===== config.mk =====
export PLATFORM = sky130hd
export DESIGN_NAME = perspective_texture_span_addresser_unit_flat
export DESIGN_NICKNAME = d
export VERILOG_FILES = /design/src/rtl/core/ptsa_pkg.sv /design/src/rtl/core/ptsa_if.sv /design/src/rtl/core/perspective_texture_span_addresser_unit.sv /design/src/rtl/core/ptsa_div.sv /design/src/rtl/core/ptsa_mac.sv /design/src/flat_wrapper.sv
export SDC_FILE = /design/constraint.sdc
export NUM_CORES = 2
export LEC_CHECK = 0
export BUFFER_PORTS_ARGS = -buffer_cell sky130_fd_sc_hd__buf_2
export CAP_MARGIN = 20
export CORE_MARGIN = 8
export CORE_UTILIZATION = 65
export DETAILED_ROUTE_END_ITERATION = 6
export MAX_ROUTING_LAYER = met4
export PLACE_DENSITY = 0.92
export SLEW_MARGIN = 0
export SYNTH_ARGS = -nofsm -noshare
export SYNTH_HDL_FRONTEND = slang
export SYNTH_HIERARCHICAL = 1
export SYNTH_SLANG_ARGS = --single-unit

===== constraint.sdc =====
create_clock -name clk -period 9.4 [get_ports clk]
set_input_delay 0.47 -clock clk [delete_from_list [all_inputs] [get_ports clk]]
set_output_delay 0.47 -clock clk [all_outputs]
set_load 0.02 [all_outputs]

===== src/rtl/core/ptsa_pkg.sv =====
`timescale 1ns / 1ps
`default_nettype none

package ptsa_pkg;

	// Field widths
	localparam int VAL_W     = 32;
	localparam int FRAC_W    = 16;
	localparam int SPAN_W    = 13;
	localparam int SKIP_W    = 12;
	localparam int IDX_W     = 16;
	localparam int CFG_W     = 5;
	localparam int CFG_IDX_W = 2;

	// Defaults for the top-level parameters
	localparam int MAX_SPAN_DEF   = 4096;
	localparam int INDEX_BITS_DEF = 16;

	// Opcodes
	localparam logic OP_SETUP = 1'b0;
	localparam logic OP_PIXEL = 1'b1;

	// Configuration register indexes
	localparam logic [CFG_IDX_W-1:0] CFG_U_BITS = 2'd0;
	localparam logic [CFG_IDX_W-1:0] CFG_V_BITS = 2'd1;
	localparam logic [CFG_IDX_W-1:0] CFG_TEX_EN = 2'd2;

	// Configuration reset values
	localparam logic [CFG_W-1:0] U_BITS_RST = 5'd8;
	localparam logic [CFG_W-1:0] V_BITS_RST = 5'd8;
	localparam logic             TEX_EN_RST = 1'b1;
	localparam logic [CFG_W-1:0] TEX_BITS_MAX = 5'd16;

	// Lanes: u, v, w
	localparam int NLANE  = 3;
	localparam int NPIX   = 2;
	localparam int LANE_W = 2;

	// Saturation limits
	localparam logic [VAL_W-1:0] SAT_MAX = 32'h7FFF_FFFF;
	localparam logic [VAL_W-1:0] SAT_MIN = 32'h8000_0000;

	// Serial divider geometry
	localparam int DIV_NUM_W = VAL_W + 1;
	localparam int DIV_REM_W = VAL_W;
	localparam int DIV_CNT_W = $clog2(DIV_NUM_W + 1);
	localparam logic [DIV_CNT_W-1:0] SETUP_DIV_STEPS = DIV_CNT_W'(DIV_NUM_W);
	localparam logic [DIV_CNT_W-1:0] PIX_DIV_STEPS   = DIV_CNT_W'(VAL_W - 1);

	// Serial multiply-accumulate geometry
	localparam int ACC_W     = VAL_W + SKIP_W + 1;
	localparam int MAC_CNT_W = $clog2(SKIP_W + 1);

	typedef struct packed {
		logic [DIV_REM_W-1:0] rem;
		logic [DIV_NUM_W-1:0] num;
		logic [DIV_CNT_W-1:0] steps;
		logic [VAL_W-1:0]     den;
	} div_load_t;

	typedef struct packed {
		logic signed [VAL_W-1:0] base;
		logic signed [VAL_W-1:0] mcand;
		logic [SKIP_W-1:0]       mplier;
	} mac_load_t;

endpackage

`default_nettype wire


===== src/rtl/core/ptsa_if.sv =====
`timescale 1ns / 1ps
`default_nettype none

// Input item channel
interface ptsa_in_if;
	logic                                valid;
	logic                                ready;
	logic                                opcode;
	logic signed [ptsa_pkg::VAL_W-1:0]   start_u;
	logic signed [ptsa_pkg::VAL_W-1:0]   start_v;
	logic signed [ptsa_pkg::VAL_W-1:0]   start_w;
	logic signed [ptsa_pkg::VAL_W-1:0]   end_u;
	logic signed [ptsa_pkg::VAL_W-1:0]   end_v;
	logic signed [ptsa_pkg::VAL_W-1:0]   end_w;
	logic [ptsa_pkg::SPAN_W-1:0]         span_length;
	logic [ptsa_pkg::SKIP_W-1:0]         skip_count;
	logic [ptsa_pkg::SPAN_W-1:0]         pixel_count;

	modport source (
		output valid, opcode, start_u, start_v, start_w, end_u, end_v, end_w,
		output span_length, skip_count, pixel_count,
		input  ready
	);
	modport sink (
		input  valid, opcode, start_u, start_v, start_w, end_u, end_v, end_w,
		input  span_length, skip_count, pixel_count,
		output ready
	);
endinterface

// Result channel
interface ptsa_out_if;
	logic                          valid;
	logic                          ready;
	logic [ptsa_pkg::IDX_W-1:0]    texel_index;
	logic                          last_pixel;

	modport source (output valid, texel_index, last_pixel, input ready);
	modport sink (input valid, texel_index, last_pixel, output ready);
endinterface

`default_nettype wire


===== src/rtl/core/perspective_texture_span_addresser_unit.sv =====
// Perspective-correct texel addresser for one horizontal span. A setup item
// (opcode 0) takes u, v, w at both span ends and computes per-pixel steps and
// the values at the first drawn pixel; it produces no result. After the
// load, three parallel radix-2 dividers each produce 33 quotient bits of
// (end - start) / span_length and hand over to three bit-serial
// multiply-accumulates over the 12 bits of skip_count. A pixel item
// (opcode 1) produces one texel index from u/w and v/w and then steps u,
// v, w: after the load, two parallel dividers produce 31 quotient bits
// each, the divide finishes and the index is formed. A pixel item arriving
// with texturing off or no pixels left is dropped with no result.
// Items are worked one at a time; a finished texel waits in an output
// register, so the next item is taken while it is still unclaimed. A pixel
// that finishes while the previous texel is still unclaimed holds in its last
// cycle until that texel is taken. There is no clearing pass after reset.
`timescale 1ns / 1ps
`default_nettype none

module perspective_texture_span_addresser_unit #(
	parameter int MAX_SPAN   = ptsa_pkg::MAX_SPAN_DEF,
	parameter int INDEX_BITS = ptsa_pkg::INDEX_BITS_DEF
) (
	input  wire logic                               clk,
	input  wire logic                               arst_n,
	input  wire logic                               cfg_we,
	input  wire logic [ptsa_pkg::CFG_IDX_W-1:0]     cfg_index,
	input  wire logic [ptsa_pkg::CFG_W-1:0]         cfg_wdata,
	ptsa_in_if.sink                                 item,
	ptsa_out_if.source                              texel
);

	localparam int VW    = ptsa_pkg::VAL_W;
	localparam int FW    = ptsa_pkg::FRAC_W;
	localparam int NW    = ptsa_pkg::DIV_NUM_W;
	localparam int IW    = ptsa_pkg::IDX_W;
	localparam int NL    = ptsa_pkg::NLANE;
	localparam int NP    = ptsa_pkg::NPIX;
	localparam int LW    = ptsa_pkg::LANE_W;
	localparam int CNT_W = $clog2(MAX_SPAN + 1);
	localparam logic [IW-1:0] IDX_MASK = IW'((32'd1 << INDEX_BITS) - 32'd1);

	localparam logic [2:0] ST_IDLE = 3'd0;
	localparam logic [2:0] ST_SDIV = 3'd1;
	localparam logic [2:0] ST_SMAC = 3'd2;
	localparam logic [2:0] ST_PDIV = 3'd3;
	localparam logic [2:0] ST_PFIN = 3'd4;

	localparam logic [IW-1:0] INT_POS_SAT = 16'h7FFF;
	localparam logic [IW-1:0] INT_NEG_SAT = 16'h8000;

	// Control and configuration
	logic [2:0]                 state_q;
	logic [ptsa_pkg::CFG_W-1:0] u_bits_q;
	logic [ptsa_pkg::CFG_W-1:0] v_bits_q;
	logic                       tex_en_q;

	// Span state
	logic signed [VW-1:0]          cur_q  [NL];
	logic signed [VW-1:0]          step_q [NL];
	logic [CNT_W-1:0]              pix_left_q;
	logic [ptsa_pkg::SKIP_W-1:0]   skip_q;
	logic [NL-1:0]                 neg_q;
	logic [NP-1:0]                 sat_q;
	logic                          last_q;

	// Output register
	logic                          out_valid_q;
	logic [IW-1:0]                 tex_idx_q;
	logic                          tex_last_q;

	// Lane datapath
	logic signed [VW-1:0]     s_val [NL];
	logic signed [VW-1:0]     e_val [NL];
	logic [VW-1:0]            abs_c [NL];
	logic [VW-1:0]            abs_w;
	logic [NW-1:0]            diff_c [NL];
	logic [NW-1:0]            abs_d [NL];
	logic [NL-1:0]            neg_set;
	logic [NP-1:0]            neg_pix;
	logic [NP-1:0]            sat_pix;
	logic signed [VW-1:0]     step_d [NL];
	logic [VW-1:0]            len_raw;
	logic [VW-1:0]            len_nz;
	logic [VW-1:0]            len_c;
	logic [VW-1:0]            cnt_raw;
	logic [VW-1:0]            cnt_c;

	ptsa_pkg::div_load_t      div_ld   [NL];
	ptsa_pkg::mac_load_t      mac_ld   [NL];
	logic [NL-1:0]            div_start;
	logic [NL-1:0]            div_done;
	logic [NW-1:0]            div_quot [NL];
	logic                     mac_start;
	logic [NL-1:0]            mac_done;
	logic signed [VW-1:0]     mac_res  [NL];

	// Index forming
	logic [VW-1:0]            mag   [NP];
	logic [VW-1:0]            qv    [NP];
	logic [IW-1:0]            int_d [NP];
	logic [ptsa_pkg::CFG_W-1:0] ub;
	logic [ptsa_pkg::CFG_W-1:0] vb;
	logic [VW-1:0]            umask;
	logic [VW-1:0]            vmask;
	logic [VW-1:0]            idx_wide;
	logic [IW-1:0]            idx_d;

	logic                     in_xfer;
	logic                     setup_go;
	logic                     pix_go;
	logic                     fin_fire;

	function automatic logic signed [VW-1:0] sat_add(
		input logic signed [VW-1:0] a,
		input logic signed [VW-1:0] b
	);
		logic [VW:0] s;
		s = {a[VW-1], a} + {b[VW-1], b};
		if (s[VW] != s[VW-1]) begin
			return s[VW] ? ptsa_pkg::SAT_MIN : ptsa_pkg::SAT_MAX;
		end
		return s[VW-1:0];
	endfunction

	assign s_val[0] = item.start_u;
	assign s_val[1] = item.start_v;
	assign s_val[2] = item.start_w;
	assign e_val[0] = item.end_u;
	assign e_val[1] = item.end_v;
	assign e_val[2] = item.end_w;

	// Handshake decode
	assign item.ready = (state_q == ST_IDLE);
	assign in_xfer    = item.valid && item.ready;
	assign setup_go   = in_xfer && (item.opcode == ptsa_pkg::OP_SETUP);
	assign pix_go     = in_xfer && (item.opcode == ptsa_pkg::OP_PIXEL) && tex_en_q
		&& (pix_left_q != '0);
	assign fin_fire   = (state_q == ST_PFIN) && (!out_valid_q || texel.ready);
	assign mac_start  = (state_q == ST_SDIV) && div_done[0];

	// Clamp span length and pixel count
	always_comb begin
		len_raw = VW'(item.span_length);
		len_nz  = (len_raw == '0) ? 32'd1 : len_raw;
		len_c   = (len_nz > VW'(MAX_SPAN)) ? VW'(MAX_SPAN) : len_nz;
		cnt_raw = VW'(item.pixel_count);
		cnt_c   = (cnt_raw > VW'(MAX_SPAN)) ? VW'(MAX_SPAN) : cnt_raw;
	end

	// Build divider and multiplier loads, and saturate the quotients into steps
	always_comb begin
		abs_w = cur_q[LW][VW-1] ? (~cur_q[LW] + 32'd1) : cur_q[LW];
		for (int l = 0; l < NL; l++) begin
			abs_c[l]   = cur_q[l][VW-1] ? (~cur_q[l] + 32'd1) : cur_q[l];
			diff_c[l]  = {e_val[l][VW-1], e_val[l]} - {s_val[l][VW-1], s_val[l]};
			neg_set[l] = diff_c[l][NW-1];
			abs_d[l]   = neg_set[l] ? (~diff_c[l] + 33'd1) : diff_c[l];
			if (item.opcode == ptsa_pkg::OP_SETUP) begin
				div_ld[l].rem   = '0;
				div_ld[l].num   = abs_d[l];
				div_ld[l].steps = ptsa_pkg::SETUP_DIV_STEPS;
				div_ld[l].den   = len_c;
			end else begin
				div_ld[l].rem   = VW'(abs_c[l][VW-1:FW-1]);
				div_ld[l].num   = {abs_c[l][FW-2:0], {(NW-FW+1){1'b0}}};
				div_ld[l].steps = ptsa_pkg::PIX_DIV_STEPS;
				div_ld[l].den   = abs_w;
			end
			if (neg_q[l]) begin
				step_d[l] = (div_quot[l] > {1'b0, ptsa_pkg::SAT_MIN}) ? ptsa_pkg::SAT_MIN
					: (~div_quot[l][VW-1:0] + 32'd1);
			end else begin
				step_d[l] = (div_quot[l] > {1'b0, ptsa_pkg::SAT_MAX}) ? ptsa_pkg::SAT_MAX
					: div_quot[l][VW-1:0];
			end
			mac_ld[l].base   = cur_q[l];
			mac_ld[l].mcand  = step_d[l];
			mac_ld[l].mplier = skip_q;
			div_start[l]     = setup_go || (pix_go && (l != LW));
		end
		for (int l = 0; l < NP; l++) begin
			neg_pix[l] = cur_q[l][VW-1] ^ cur_q[LW][VW-1];
			sat_pix[l] = VW'(abs_c[l][VW-1:FW-1]) >= abs_w;
		end
	end

	// Form the texel index from the integer parts of u/w and v/w
	always_comb begin
		for (int l = 0; l < NP; l++) begin
			mag[l] = div_quot[l][VW-1:0];
			qv[l]  = neg_q[l] ? (~mag[l] + 32'd1) : mag[l];
			if (sat_q[l]) begin
				int_d[l] = neg_q[l] ? INT_NEG_SAT : INT_POS_SAT;
			end else begin
				int_d[l] = qv[l][VW-1:FW];
			end
		end
		ub       = (u_bits_q > ptsa_pkg::TEX_BITS_MAX) ? ptsa_pkg::TEX_BITS_MAX : u_bits_q;
		vb       = (v_bits_q > ptsa_pkg::TEX_BITS_MAX) ? ptsa_pkg::TEX_BITS_MAX : v_bits_q;
		umask    = (32'd1 << ub) - 32'd1;
		vmask    = (32'd1 << vb) - 32'd1;
		idx_wide = ((VW'(int_d[1]) & vmask) << ub) | (VW'(int_d[0]) & umask);
		idx_d    = idx_wide[IW-1:0] & IDX_MASK;
	end

	// Lanes: u, v, w each own a divider and a multiply-accumulate unit
	for (genvar g = 0; g < NL; g++) begin : g_lane
		ptsa_div u_div (
			.clk    (clk),
			.arst_n (arst_n),
			.start  (div_start[g]),
			.ld     (div_ld[g]),
			.done   (div_done[g]),
			.quot   (div_quot[g])
		);

		ptsa_mac u_mac (
			.clk    (clk),
			.arst_n (arst_n),
			.start  (mac_start),
			.ld     (mac_ld[g]),
			.done   (mac_done[g]),
			.res    (mac_res[g])
		);
	end

	// Sequencer, configuration and span state
	always_ff @(posedge clk or negedge arst_n) begin
		if (!arst_n) begin
			state_q    <= ST_IDLE;
			u_bits_q   <= ptsa_pkg::U_BITS_RST;
			v_bits_q   <= ptsa_pkg::V_BITS_RST;
			tex_en_q   <= ptsa_pkg::TEX_EN_RST;
			pix_left_q <= '0;
			for (int l = 0; l < NL; l++) begin
				cur_q[l]  <= '0;
				step_q[l] <= '0;
			end
		end else begin
			if (cfg_we) begin
				case (cfg_index)
					ptsa_pkg::CFG_U_BITS: u_bits_q <= cfg_wdata;
					ptsa_pkg::CFG_V_BITS: v_bits_q <= cfg_wdata;
					ptsa_pkg::CFG_TEX_EN: tex_en_q <= cfg_wdata[0];
					default: ;
				endcase
			end
			case (state_q)
				ST_IDLE: begin
					if (setup_go) begin
						for (int l = 0; l < NL; l++) begin
							cur_q[l] <= s_val[l];
						end
						pix_left_q <= cnt_c[CNT_W-1:0];
						state_q    <= ST_SDIV;
					end else if (pix_go) begin
						for (int l = 0; l < NL; l++) begin
							cur_q[l] <= sat_add(cur_q[l], step_q[l]);
						end
						pix_left_q <= pix_left_q - CNT_W'(1);
						state_q    <= ST_PDIV;
					end
				end
				ST_SDIV: begin
					if (div_done[0]) begin
						for (int l = 0; l < NL; l++) begin
							step_q[l] <= step_d[l];
						end
						state_q <= ST_SMAC;
					end
				end
				ST_SMAC: begin
					if (mac_done[0]) begin
						for (int l = 0; l < NL; l++) begin
							cur_q[l] <= mac_res[l];
						end
						state_q <= ST_IDLE;
					end
				end
				ST_PDIV: begin
					if (div_done[0]) begin
						state_q <= ST_PFIN;
					end
				end
				ST_PFIN: begin
					if (fin_fire) begin
						state_q <= ST_IDLE;
					end
				end
				default: begin
					state_q <= ST_IDLE;
				end
			endcase
		end
	end

	// Capture per-item flags at the input transfer
	always_ff @(posedge clk) begin
		if (setup_go) begin
			neg_q  <= neg_set;
			skip_q <= item.skip_count;
		end else if (pix_go) begin
			neg_q[NP-1:0] <= neg_pix;
			sat_q         <= sat_pix;
			last_q        <= (pix_left_q == CNT_W'(1));
		end
	end

	// Hold the result until the output transfer
	always_ff @(posedge clk or negedge arst_n) begin
		if (!arst_n) begin
			out_valid_q <= 1'b0;
		end else if (fin_fire) begin
			out_valid_q <= 1'b1;
		end else if (texel.ready) begin
			out_valid_q <= 1'b0;
		end
	end

	always_ff @(posedge clk) begin
		if (fin_fire) begin
			tex_idx_q  <= idx_d;
			tex_last_q <= last_q;
		end
	end

	assign texel.valid       = out_valid_q;
	assign texel.texel_index = tex_idx_q;
	assign texel.last_pixel  = tex_last_q;

endmodule

`default_nettype wire


===== src/rtl/core/ptsa_div.sv =====
`timescale 1ns / 1ps
`default_nettype none

// Radix-2 restoring divider, one quotient bit per cycle. The caller loads
// the starting partial remainder and the dividend bits still to be shifted
// in (MSB first), and the number of quotient bits to produce.
module ptsa_div (
	input  wire logic                              clk,
	input  wire logic                              arst_n,
	input  wire logic                              start,
	input  wire ptsa_pkg::div_load_t               ld,
	output logic                                   done,
	output logic [ptsa_pkg::DIV_NUM_W-1:0]         quot
);

	localparam int NW = ptsa_pkg::DIV_NUM_W;
	localparam int RW = ptsa_pkg::DIV_REM_W;
	localparam int CW = ptsa_pkg::DIV_CNT_W;

	logic          busy_q;
	logic [CW-1:0] cnt_q;
	logic [RW-1:0] rem_q;
	logic [NW-1:0] num_q;
	logic [RW-1:0] den_q;
	logic [NW-1:0] quot_q;

	logic [RW:0]   trial;
	logic [RW:0]   trial_sub;
	logic          ge;

	// Trial subtract of the divisor from the shifted remainder
	always_comb begin
		trial     = {rem_q, num_q[NW-1]};
		trial_sub = trial - {1'b0, den_q};
		ge        = trial >= {1'b0, den_q};
	end

	assign done = busy_q && (cnt_q == '0);
	assign quot = quot_q;

	// Count down the quotient bits
	always_ff @(posedge clk or negedge arst_n) begin
		if (!arst_n) begin
			busy_q <= 1'b0;
			cnt_q  <= '0;
		end else if (start) begin
			busy_q <= 1'b1;
			cnt_q  <= ld.steps;
		end else if (busy_q) begin
			if (cnt_q == '0) begin
				busy_q <= 1'b0;
			end else begin
				cnt_q <= cnt_q - CW'(1);
			end
		end
	end

	// Shift one dividend bit in and one quotient bit out per cycle
	always_ff @(posedge clk) begin
		if (start) begin
			rem_q  <= ld.rem;
			num_q  <= ld.num;
			den_q  <= ld.den;
			quot_q <= '0;
		end else if (busy_q && (cnt_q != '0)) begin
			rem_q  <= ge ? trial_sub[RW-1:0] : trial[RW-1:0];
			num_q  <= {num_q[NW-2:0], 1'b0};
			quot_q <= {quot_q[NW-2:0], ge};
		end
	end

endmodule

`default_nettype wire


===== src/rtl/core/ptsa_mac.sv =====
`timescale 1ns / 1ps
`default_nettype none

// Bit-serial multiply-accumulate: base + mcand * mplier, multiplier bits
// taken MSB first, then one saturating add to the signed 32-bit range.
module ptsa_mac (
	input  wire logic                                 clk,
	input  wire logic                                 arst_n,
	input  wire logic                                 start,
	input  wire ptsa_pkg::mac_load_t                  ld,
	output logic                                      done,
	output logic signed [ptsa_pkg::VAL_W-1:0]         res
);

	localparam int VW = ptsa_pkg::VAL_W;
	localparam int AW = ptsa_pkg::ACC_W;
	localparam int SW = ptsa_pkg::SKIP_W;
	localparam int CW = ptsa_pkg::MAC_CNT_W;

	logic                 busy_q;
	logic [CW-1:0]        cnt_q;
	logic signed [AW-1:0] acc_q;
	logic [SW-1:0]        mpl_q;
	logic signed [VW-1:0] mcand_q;
	logic signed [VW-1:0] base_q;

	logic signed [AW-1:0] addend;
	logic signed [AW-1:0] sum;
	logic [AW-VW:0]       sum_hi;
	logic                 fits;

	// Partial product and final saturating sum
	always_comb begin
		addend = mpl_q[SW-1] ? AW'(mcand_q) : '0;
		sum    = acc_q + AW'(base_q);
		sum_hi = sum[AW-1:VW-1];
		fits   = (&sum_hi) || !(|sum_hi);
		if (fits) begin
			res = sum[VW-1:0];
		end else if (sum[AW-1]) begin
			res = ptsa_pkg::SAT_MIN;
		end else begin
			res = ptsa_pkg::SAT_MAX;
		end
	end

	assign done = busy_q && (cnt_q == '0);

	// Count down the multiplier bits
	always_ff @(posedge clk or negedge arst_n) begin
		if (!arst_n) begin
			busy_q <= 1'b0;
			cnt_q  <= '0;
		end else if (start) begin
			busy_q <= 1'b1;
			cnt_q  <= CW'(SW);
		end else if (busy_q) begin
			if (cnt_q == '0) begin
				busy_q <= 1'b0;
			end else begin
				cnt_q <= cnt_q - CW'(1);
			end
		end
	end

	// Shift-and-add one multiplier bit per cycle
	always_ff @(posedge clk) begin
		if (start) begin
			acc_q   <= '0;
			mpl_q   <= ld.mplier;
			mcand_q <= ld.mcand;
			base_q  <= ld.base;
		end else if (busy_q && (cnt_q != '0)) begin
			acc_q <= (acc_q <<< 1) + addend;
			mpl_q <= {mpl_q[SW-2:0], 1'b0};
		end
	end

endmodule

`default_nettype wire


===== src/flat_wrapper.sv =====
// flat-port wrapper written by rule: the top's interface ports become plain ports
module perspective_texture_span_addresser_unit_flat 
#(
	parameter int MAX_SPAN   = ptsa_pkg::MAX_SPAN_DEF,
	parameter int INDEX_BITS = ptsa_pkg::INDEX_BITS_DEF
)
  (clk, arst_n, cfg_we, cfg_index, cfg_wdata, item_valid, item_opcode, item_start_u, item_start_v, item_start_w, item_end_u, item_end_v, item_end_w, item_span_length, item_skip_count, item_pixel_count, item_ready, texel_valid, texel_texel_index, texel_last_pixel, texel_ready);
  ptsa_in_if item_i ();
  ptsa_out_if texel_i ();
  input  wire logic clk;
  input  wire logic arst_n;
  input  wire logic cfg_we;
  input  wire logic [ptsa_pkg::CFG_IDX_W-1:0] cfg_index;
  input  wire logic [ptsa_pkg::CFG_W-1:0] cfg_wdata;
  input wire logic [$bits(item_i.valid)-1:0] item_valid;
  input wire logic [$bits(item_i.opcode)-1:0] item_opcode;
  input wire logic [$bits(item_i.start_u)-1:0] item_start_u;
  input wire logic [$bits(item_i.start_v)-1:0] item_start_v;
  input wire logic [$bits(item_i.start_w)-1:0] item_start_w;
  input wire logic [$bits(item_i.end_u)-1:0] item_end_u;
  input wire logic [$bits(item_i.end_v)-1:0] item_end_v;
  input wire logic [$bits(item_i.end_w)-1:0] item_end_w;
  input wire logic [$bits(item_i.span_length)-1:0] item_span_length;
  input wire logic [$bits(item_i.skip_count)-1:0] item_skip_count;
  input wire logic [$bits(item_i.pixel_count)-1:0] item_pixel_count;
  output wire logic [$bits(item_i.ready)-1:0] item_ready;
  output wire logic [$bits(texel_i.valid)-1:0] texel_valid;
  output wire logic [$bits(texel_i.texel_index)-1:0] texel_texel_index;
  output wire logic [$bits(texel_i.last_pixel)-1:0] texel_last_pixel;
  input wire logic [$bits(texel_i.ready)-1:0] texel_ready;
  assign item_i.valid = item_valid;
  assign item_i.opcode = item_opcode;
  assign item_i.start_u = item_start_u;
  assign item_i.start_v = item_start_v;
  assign item_i.start_w = item_start_w;
  assign item_i.end_u = item_end_u;
  assign item_i.end_v = item_end_v;
  assign item_i.end_w = item_end_w;
  assign item_i.span_length = item_span_length;
  assign item_i.skip_count = item_skip_count;
  assign item_i.pixel_count = item_pixel_count;
  assign item_ready = item_i.ready;
  assign texel_valid = texel_i.valid;
  assign texel_texel_index = texel_i.texel_index;
  assign texel_last_pixel = texel_i.last_pixel;
  assign texel_i.ready = texel_ready;
  perspective_texture_span_addresser_unit #(.MAX_SPAN(MAX_SPAN), .INDEX_BITS(INDEX_BITS)) u_core (.clk(clk), .arst_n(arst_n), .cfg_we(cfg_we), .cfg_index(cfg_index), .cfg_wdata(cfg_wdata), .item(item_i), .texel(texel_i));
endmodule

==> flow_summary_export.csv <==
group,metric,value,unit
outcome,status,"complete, but fails checks",
outcome,failed_checks,"design-rule violations",
sta,tns,0,ns
global_route,grt_pass1_wl,460,mm
clocking,clockRootBuffer,"clkbuf_16",
placement,hpwl,229,mm
placement,gp_congestion,1.01,
route,wl_met3,33.1,mm
critical_path,worst_ep_arrival_time,6.72,ns
route,wl_per_cell,25.4,um
yosys,avgSynthCellArea,8.47,um^2
layout,regArea,0.0277,mm^2
min_path,worstHoldPathType,"in -> reg",
route,highest_layer,"met4",
power,ir_drop,0.331,mV
critical_path,start_kind,"register",
layout,drive_gt1_frac,0.0880,
power,p_switching,15.5,mW
route,first_iter_violations,11874,
critical_path,required,10.07,ns
global_route,grt_max_degree,211,
sta,drv_slew,0,
layout,multi_input_area,0.0549,mm^2
placement,placed_area,0.0884,mm^2
placement,numPortBuffers,261,
power,power.share.clock,0.155,
route,wl_met1,115,mm
power,power_density,347,mW/mm^2
yosys,syn_area,0.0861,mm^2
layout,nets,11039,
route,drc_errors,5,
clocking,post_cts_buffers,0,
sta,relSlewSlack,0.140,
critical_path,end_kind,"register",
clocking,h-tree-depth,3,
clocking,clk_pin_slew_worst_paths,0.07,ns
route,drt-total-wl,306,mm
sta,clock.fmax,165,MHz
clocking,cts.sinks,1044,
floorplanning,start_util,0.655,
sta,rsz0062_at_grt,"false",
critical_path,critPathKind,"reg -> reg",
route,dr.pass1.iters,7,
route,vias,83305,
global_route,antenna_found_initial,34,
clocking,cts.path.max_buffers,3,
power,p_sw_frac,0.482,
floorplanning,die_y,380,um
global_route,overflow,0,
critical_path,critPathMaxFanout,122,
route,wl_met2,135,mm
sta,timing.final.crit_share,0.643,
sta,hold_violations,0,
clocking,cts_tree,"yes",
clocking,clock_latency,0.76,ns
critical_path,slowest_delay,0.84,ns
sta,finalSetupViolations,0,
clocking,cts-buffers-inserted,116,
power,p_total,32.2,mW
global_route,grt_usage,0.410,
route,antenna_left,0,
layout,final_util,0.707,
layout,stdcell_area,0.0929,mm^2
layout,num-fill-cells,10137,
yosys,ys.warnings.count,6,
power,p_int,16.7,mW
floorplanning,io_pins,262,
floorplanning,die_w,380,um
power,leakage,39.4,nW
yosys,netlist_instances,10176,
run,cap_viol_max_count,0,
critical_path,path_cells,"or3_1, nor4_1, nor2b_1, or3b_1, o2111ai_4, inv_2, nor2_2, inv_8, nor2_4, buf_4, nor3_1, a221o_1, a211oi_1",
sta,min_period,6.05,ns
power,seq_power_share,0.272,
route,avgViaCountPerCell,6.91,
power,power_frac_comb,0.573,
critical_path,slowest_stage,"nor2_2",
floorplanning,rows,133,
sta,setup_ws,3.35,ns
placement,place_ws,3.24,ns
global_route,grt_pass1_vias,77652,
clocking,post_cts_resized,0,
sta,worstMarginPinSlew,1.28,ns
sta,finClkSkew,0.0351,ns
floorplanning,dieArea,0.144,mm^2
layout,syn2layout_area_growth,7.83,%
floorplanning,core_area,0.131,mm^2
area by class of cell:
| cell class | instances | area share |
|---|---|---|
| Multi-Input combinational cell | 8212 | 0.591 |
| Sequential cell | 1044 | 0.299 |
| Clock buffer | 156 | 0.0359 |
| Timing Repair Buffer | 380 | 0.0249 |
| Tap cell | 1755 | 0.0236 |
| Inverter | 415 | 0.0170 |
| Clock inverter | 63 | 0.00859 |
| Antenna cell | 27 | 0.000727 |
critical path, delay by kind of cell (launching register included):
kind                   cells  cell delay [ns]
DFF                        1             0.41
AOI/OAI and AO/OA          3             0.70
buffers and inverters      3             1.48
and+or+nand+nor            7             3.29
registers in the layout, indices dropped and copies added (netlist names), 13 cells and up:
register,flops
u_core/g_lane.u_mac/base_q,96
u_core/cur_q,96
u_core/g_lane.u_div/rem_q,96
u_core/g_lane.u_mac/mcand_q,96
u_core/g_lane.u_div/den_q,96
u_core/step_q,96
u_core/texel.texel_index,16
u_core/g_lane.u_mac/acc_q,135
u_core/g_lane.u_mac/mpl_q,36
u_core/g_lane.u_div/quot,99
u_core/pix_left_q,13
u_core/g_lane.u_div/cnt_q,18
u_core/g_lane.u_div/num_q,99
power groups by stage:
stage               logic (mW)  registers, mW  clock network, mW
detailed placement        17.6           8.72                  0
finish                    18.4           8.77               5.00
floorplan                 13.2           7.88                  0
global route              19.8           8.86               5.18
global placement          17.1           8.65                  0
CTS                       17.8           8.66               5.01
final timing paths:
| path | from | cells past startpoint | slack, ns | endpoint |
|---|---|---|---|---|
| max | u_core/pix_left_q[5] | 13 | 3.35 | u_core/cur_q[65] |
| min | item_start_u[7] | 3 | 0.03 | u_core/cur_q[71] |
| max reg2reg | u_core/pix_left_q[5] | 13 | 3.35 | u_core/cur_q[65] |
| min reg2reg | u_core/last_q | 0 | 0.45 | u_core/texel.last_pixel |
| max in group asynchronous | arst_n | 3 | 7.35 | u_core/pix_left_q[7] |
| min in group asynchronous | arst_n | 2 | 0.32 | u_core/g_lane[1].u_mac/cnt_q[3] |
repair_timing:
action / in CTS / in global routing
setup endpoints to repair: 0 / 0
hold buffers: 21 / 0
hold endpoints to repair: 106 / 0
cells in the final DEF, fill, tap and decap left out, types with 253 or more instances in the layout:
cell,instances
dfrtp_1,253
nand2_1,1174
o21ai_0,587
a21o_1,318
a21oi_1,926
nor2_1,621
buf_2,259
edfxtp_1,554
ha_1,612
xnor2_1,385
nand3_1,262
inv_1,408
stage by stage:
| stage | std cells | hold slack (ns) |
|---|---|---|
| floorplan | 10222 | 0.174 |
| CTS | 12021 | 0.000948 |
| global route | 12046 | 0.0368 |
| global placement | 11776 | 0.406 |
| finish | 12052 | 0.0313 |
| detailed placement | 11781 | 0.440 |
metal layers:
layer | vias up | global-route usage
li1 | 37580 | -
met1 | 39465 | 0.502
met2 | 5157 | 0.621
met3 | 1103 | 0.0826
met4 | 0 | 0.257
met5 | - | -
No activity file was read; power rests on OpenSTA's default activity.
